===== src/rtl/vrp_pkg.sv =====
// Shared types and constants for the vertex rotate and project block.
`timescale 1ns / 1ps
package vrp_pkg;

    localparam int SCREEN_WIDTH  = 640;
    localparam int SCREEN_HEIGHT = 480;

    // Rotated coordinate width, product width and divider remainder width
    localparam int RW = 32;
    localparam int PW = 48;
    localparam int MW = 56;

    localparam int QUEUE_DEPTH = 4;
    localparam int DIV_BITS    = 24;

    localparam logic signed [23:0] Q_MAX = 24'sh7FFFFF;
    localparam logic signed [23:0] Q_MIN = -24'sh800000;

    typedef enum logic [2:0] {
        REG_CAM_X   = 3'd0,
        REG_CAM_Y   = 3'd1,
        REG_CAM_Z   = 3'd2,
        REG_FOCAL   = 3'd3,
        REG_YAW     = 3'd4,
        REG_PITCH   = 3'd5,
        REG_ROLL    = 3'd6
    } vrp_reg_t;

    // One classified vertex handed from the front to the back
    typedef struct packed {
        logic                 last;
        logic                 neg;
        logic signed [RW-1:0] z;
        logic signed [PW-1:0] numx;
        logic signed [PW-1:0] numy;
    } vrp_entry_t;

endpackage


===== src/rtl/vrp_queue.sv =====
// Short queue between front and back.
`timescale 1ns / 1ps
module vrp_queue (
    input  logic                clk,
    input  logic                rst_n,
    input  logic                push,
    input  vrp_pkg::vrp_entry_t push_data,
    output logic                full,
    input  logic                pop,
    output vrp_pkg::vrp_entry_t pop_data,
    output logic                empty
);
    import vrp_pkg::*;

    localparam int AW = $clog2(QUEUE_DEPTH);

    vrp_entry_t     mem [QUEUE_DEPTH];
    logic [AW-1:0]  wr_ptr_reg, rd_ptr_reg;
    logic [AW:0]    count_reg;

    assign full     = (count_reg == (AW+1)'(QUEUE_DEPTH));
    assign empty    = (count_reg == '0);
    assign pop_data = mem[rd_ptr_reg];

    always_ff @(posedge clk)
    begin
        if (push)
            mem[wr_ptr_reg] <= push_data;
    end

    always_ff @(posedge clk or negedge rst_n)
    begin
        if (!rst_n)
        begin
            wr_ptr_reg <= '0;
            rd_ptr_reg <= '0;
            count_reg  <= '0;
        end
        else
        begin
            if (push)
                wr_ptr_reg <= wr_ptr_reg + 1'b1;
            if (pop)
                rd_ptr_reg <= rd_ptr_reg + 1'b1;
            if (push && !pop)
                count_reg <= count_reg + 1'b1;
            else if (pop && !push)
                count_reg <= count_reg - 1'b1;
        end
    end

`ifndef NO_ASSERTIONS
    a_count_bound: assert property (@(posedge clk) disable iff (!rst_n)
        count_reg <= (AW+1)'(QUEUE_DEPTH))
        else $error("queue count over depth");
    a_no_underflow: assert property (@(posedge clk) disable iff (!rst_n)
        pop |-> !empty)
        else $error("pop from empty queue");
    a_no_overflow: assert property (@(posedge clk) disable iff (!rst_n)
        push |-> !full)
        else $error("push into full queue");
    a_count_up: assert property (@(posedge clk) disable iff (!rst_n)
        (push && !pop) |=> count_reg == $past(count_reg) + 1'b1)
        else $error("queue count did not advance");
`endif

endmodule


===== config.mk =====
export PLATFORM = sky130hd
export DESIGN_NAME = vrp_queue
export DESIGN_NICKNAME = d
export VERILOG_FILES = /design/src/rtl/vrp_pkg.sv /design/src/rtl/vrp_queue.sv
export SDC_FILE = /design/constraint.sdc
export NUM_CORES = 1
export LEC_CHECK = 0
export BUFFER_PORTS_ARGS = -buffer_cell sky130_fd_sc_hd__buf_2
export CAP_MARGIN = 20
export CORE_MARGIN = 4
export CORE_UTILIZATION = 41
export DETAILED_ROUTE_END_ITERATION = 10
export SYNTH_ARGS = -nofsm -noshare
export SYNTH_HDL_FRONTEND = slang
export SYNTH_SLANG_ARGS = --single-unit
export TNS_END_PERCENT = 20

===== constraint.sdc =====
create_clock -name clk -period 5.3 [get_ports clk]
set_clock_uncertainty 0.2 [all_clocks]
set_input_delay 0.265 -clock clk [delete_from_list [all_inputs] [get_ports clk]]
set_output_delay 0.265 -clock clk [all_outputs]
set_load 0.05 [all_outputs]

# ---- Word-level counts from Yosys, hierarchy flattened
# Memory sizes are Yosys's and may differ from the RTL's.
# Cells that the tools add are included.
dict set report op_classes {
  add_sub_neg 4
  n_eq_ne 1
  mux 4
  n_reduce_logical 6
}
# cell count
set op_table {}
lappend op_table {{3-bit 2-to-1 mux} 2}
lappend op_table {{2-bit by 1-bit adder with 2-bit output (second input constant)} 2}
lappend op_table {{3-bit by 1-bit adder with 3-bit output (second input constant)} 1}
lappend op_table {{3-bit equality test (second input constant)} 1}
lappend op_table {{3-bit zero test} 1}
lappend op_table {{3-bit by 1-bit subtractor with 3-bit output (second input constant)} 1}
lappend op_table {{1-bit logical AND} 2}
lappend op_table {{1-bit zero test} 2}
lappend op_table {{1-bit 2-to-1 mux} 2}
lappend op_table {{2-bit nonzero test} 1}
dict set report totals {
  regBits 7
  ram_bits 520
  input_bits 134
  out_inout_bits 132
  wordCells 19
  mem_count 1
}
# memory words width rd rd_clocked_by_memory_dff write_ports line
set mem_list {}
lappend mem_list {mem 4 130 1 0 1 vrp_queue.sv:17} ;# vrp_entry_t mem [QUEUE_DEPTH];

# ---- Depth between registers and ports, before layout
dict set report depth {
  word_depth 4
  ltp_mapped 7
  mapped_depth_nobuf 7
}

# ---- Worst setup path before layout
# No wires, ideal clock.
dict set report synth_timing {
  path_type {reg-to-reg}
  start {register wr_ptr_reg[0]}
  end {memory mem[2][0] (netlist name), enable pin}
  setup_time_ns 0.505
  t_arrival_ns 3.598
  t_required_ns 4.595
  slack_ns 0.998
  path_stages_with_launch 4
  path_buffers 0
  synth_period_minus_slack_ns 4.302
  cell_sequence {dfrtp_1 > inv_1 > ha_1 > and2_1}
}
# element line
set synth_rtl {}
lappend synth_rtl {{start: declaration} vrp_queue.sv:18} ;# logic [AW-1:0] wr_ptr_reg, rd_ptr_reg;
lappend synth_rtl {{start signal: assignment} vrp_queue.sv:42} ;# wr_ptr_reg <= wr_ptr_reg + 1'b1;
lappend synth_rtl {{end: declaration} vrp_queue.sv:17}
# Straight into the memory's write port.

==> results.md <==
* Status: finished, final reports clean
* Hold Crit Depth at 2
* Critical path arrival at ~2.9 ns
* R2r setup slk at between 2 and 3 ns
* Final-report hold violation count at 0
* CP endpoint: pop_data[98]
* Met3 usage at 4.64%
* CP Launch Type: flip-flop
* HPWL after DPL at roughly 22 mm
* GR Overflow Total at 0
* Post-Layout Cell Count at roughly 1,800
* Worst Reg-to-Reg Cells at 3
* Nets@finish at approximately 1,300
* Layout area overhead at 26.8%
* Area of the multi-input gates at ~3100 sq um
* Max_slew headroom at 40.9%
* Syn Area/Cell at between 20 and 30 sq um
* Cell family with the largest share of critical-path delay: flip-flops
* Slowest stage cell, crit path: dfrtp_4
* Netlist cell types at 19
* Htree depth at 2
* Crit-path cells: buf_4 > mux4_2 > buf_2
* Drt wl/cell at around 22 um
* Vias per std cell at 5.04
* CP Max Fanout at 37
* Final count of pins violating max slew at 0
* TritonCTS clock tree: built
* Total track usage at between 10% and 20%
* CTS Hold Bufs at 134
* GR Util met2 at about a quarter
* Starting Density at 41.8%
* Vias in the first global route at between 10,000 and 15,000
* Setup tns final at 0 ns
* # clock sinks at between 500 and 600
* Synth warn at 0
* Crit Path Category: flip-flop to output pin
* CP endpoint kind: output pin
* Clock slew at reported path FFs at 0.06 ns
* Leak pwr at ~8.3 nW
* DP Cell Count at 1,563
* Die area at 50,200 sq um
* Max Cap Viol at 0
* Max FFs per register at 520
* Std cell rows at 78
* # resized after CTS at 0
* Worst setup margin at about 2 ns
* Cell Area, Synth at around 19,000 sq um
* Initial DRT Pass Iterations at 4
* Final Cycle Share at a little over three fifths
* # IOs at about 270
* WP buf/inv at 2
* Fraction of registers with async set/reset at about 1.3%
* Syn Inst Count at between 700 and 800
* First-pass GRT wire length at about 60 mm
* Maximum root-to-sink buffer count at 3
* Synth Flop Type: edfxtp_1
* Crit path largest cell delay at approximately 0.96 ns
* Antenna violations before repair at 4
* Final setup violation count at 0
* Pre-CTS setup slack at roughly 2.5 ns
* Critical Path Start: rd_ptr_reg[0]
* Largest net degree at the start of global routing at 68
* Placer Congestion at slightly below 0.7
* Met1 GRT Util at ~20%
* Register Area at between 15,000 and 20,000 sq um
* Number of CTS-inserted buffers at 55
* Worst-margin pin slew at roughly 0.89 ns
* Clock Latency Late Sink at between 0.5 and 0.6 ns
* Clock root cell: clkbuf_16
* Drt initial violations at approximately 570
* Setup Fix Bufs, Post-CTS at 0
* Worst hold path class: input pin to flip-flop
* Crit path depth at 3
* Critical Path RT at 4.84 ns
* Worst R2R End: mem[3][114]
* Sequential element share of the synthesized area at between 80% and 90%
* Max Fclk at between 300 and 400 MHz
* Pwr/cell area at 618 nW/um^2
* Post-synth EDFFs at 520
* Layout cell share with drive strength beyond 1 at about 41%
* GR peak layer: met2
* Maximum vdd drop at a little under 0.5 mV
* WL final at roughly 39 mm
* # DRC at 0
* Via count at approximately 9,100
* Syn nets at 854
* Layout fillers at between 3,000 and 4,000
* IO Port Bufs at roughly 270
* Die width at around 220 um
* Seq cells post-synth at roughly 530
* Unrepaired setup endpoints after global routing: false
* Die Ht at between 200 and 250 um
* CORE AREA at 45,800 sq um
* Min Tclk post-route at approximately 3.3 ns
* Antenna-violating nets left at 0
* Worst r2r src: wr_ptr_reg[0]
==> metal layers <==
layer  share of wire (%)  up-vias
li1                    -     3982
met1                  40     4750
met2                  51      278
met3                 7.5       64
met4                 1.8        4
met5               0.070        -
==> synth_stat cells (2+ instances only) <==
cell	count	share of area [%]
and2_1	4	0.13
nand2_1	2	0.039
xor2_1	4	0.18
buf_6	10	0.59
buf_2	15	0.39
xnor2_1	2	0.092
edfxtp_1	520	82
inv_1	4	0.078
mux4_2	130	15
dfrtp_1	7	0.92
ha_1	5	0.33
clkbuf_1	4	0.078
==> worst min-delay path by stage <==
stage,to,slack [ns],from
3_3_place_gp,count_reg[2],-0.09,rst_n
3_5_place_dp,count_reg[2],-0.09,rst_n
6_report,mem[3][105],0.22,push_data[105]
2_1_floorplan,count_reg[0],-0.23,rst_n
5_1_grt,mem[2][21],0.21,push_data[21]
4_1_cts,mem[3][105],0.17,push_data[105]
==> report_power, final <==
group / leakage, nW / switching [mW] / internal [mW]
clock network: 0.830 / 1.53 / 2.13
registers: 4.86 / 0.276 / 5.45
logic: 2.64 / 3.95 / 1.69
total: 8.33 / 5.75 / 9.27
==> worst reg2reg max path, delay by kind of cell (launching register included) <==
kind	cells	cell delay, ns
fa+ha+maj	1	0.16
flops	1	0.41
buf+inv	1	0.61
simple gates	1	0.71
==> kinds of logic after synthesis <==
group / after synthesis / share of synthesized area [%]
AOI/OAI and AO/OA: 1 / 0.0261
adders and majority gates: 6 / 0.431
muxes: 131 / 15.4
DFF: 527 / 82.5
xor gates and xnor gates: 6 / 0.275
buffers and inverters: 34 / 1.18
and+or+nand+nor: 9 / 0.255
==> through the flow <==
stage | hold WS [ns] | area [sq um] | total power, mW | util [%]
floorplan | -0.231 | 19100 | 10.2 | -
global placement | -0.0947 | 21200 | 11.5 | 46.3
detailed placement | -0.0918 | 21200 | 11.5 | 46.3
CTS | 0.170 | 24300 | 15.3 | 53.0
global route | 0.210 | 24300 | 15.7 | 53.0
finish | 0.224 | 24300 | 15.0 | 53.0
==> area by class of cell <==
class / instances / share of cell area, %
sequential: 527 / 65.1
multi-input combinational: 153 / 12.9
timing repair buffer: 413 / 11.7
clock buffer: 70 / 5.99
tap: 600 / 3.09
clock inverter: 31 / 1.12
inverter: 4 / 0.0618
antenna: 2 / 0.0206
==> cell usage in the layout, fill, tap and decap left out, drive strengths merged <==
cell,synthesis,final
ha,5,5
dlygate4sd3,0,134
bufinv,0,4
inv,4,6
buf,26,279
clkinvlp,0,4
xor2,4,4
mux2,1,1
and2,4,4
clkbuf,4,70
o21ai,1,1
xnor2,2,2
dfrtp,7,7
edfxtp,520,520
nand2,2,2
fa,1,1
mux4,130,130
nor3,1,1
nor2,1,1
clkinv,0,21
diode,0,2
nor3b,1,1
(Power assumes the default switching activity.)
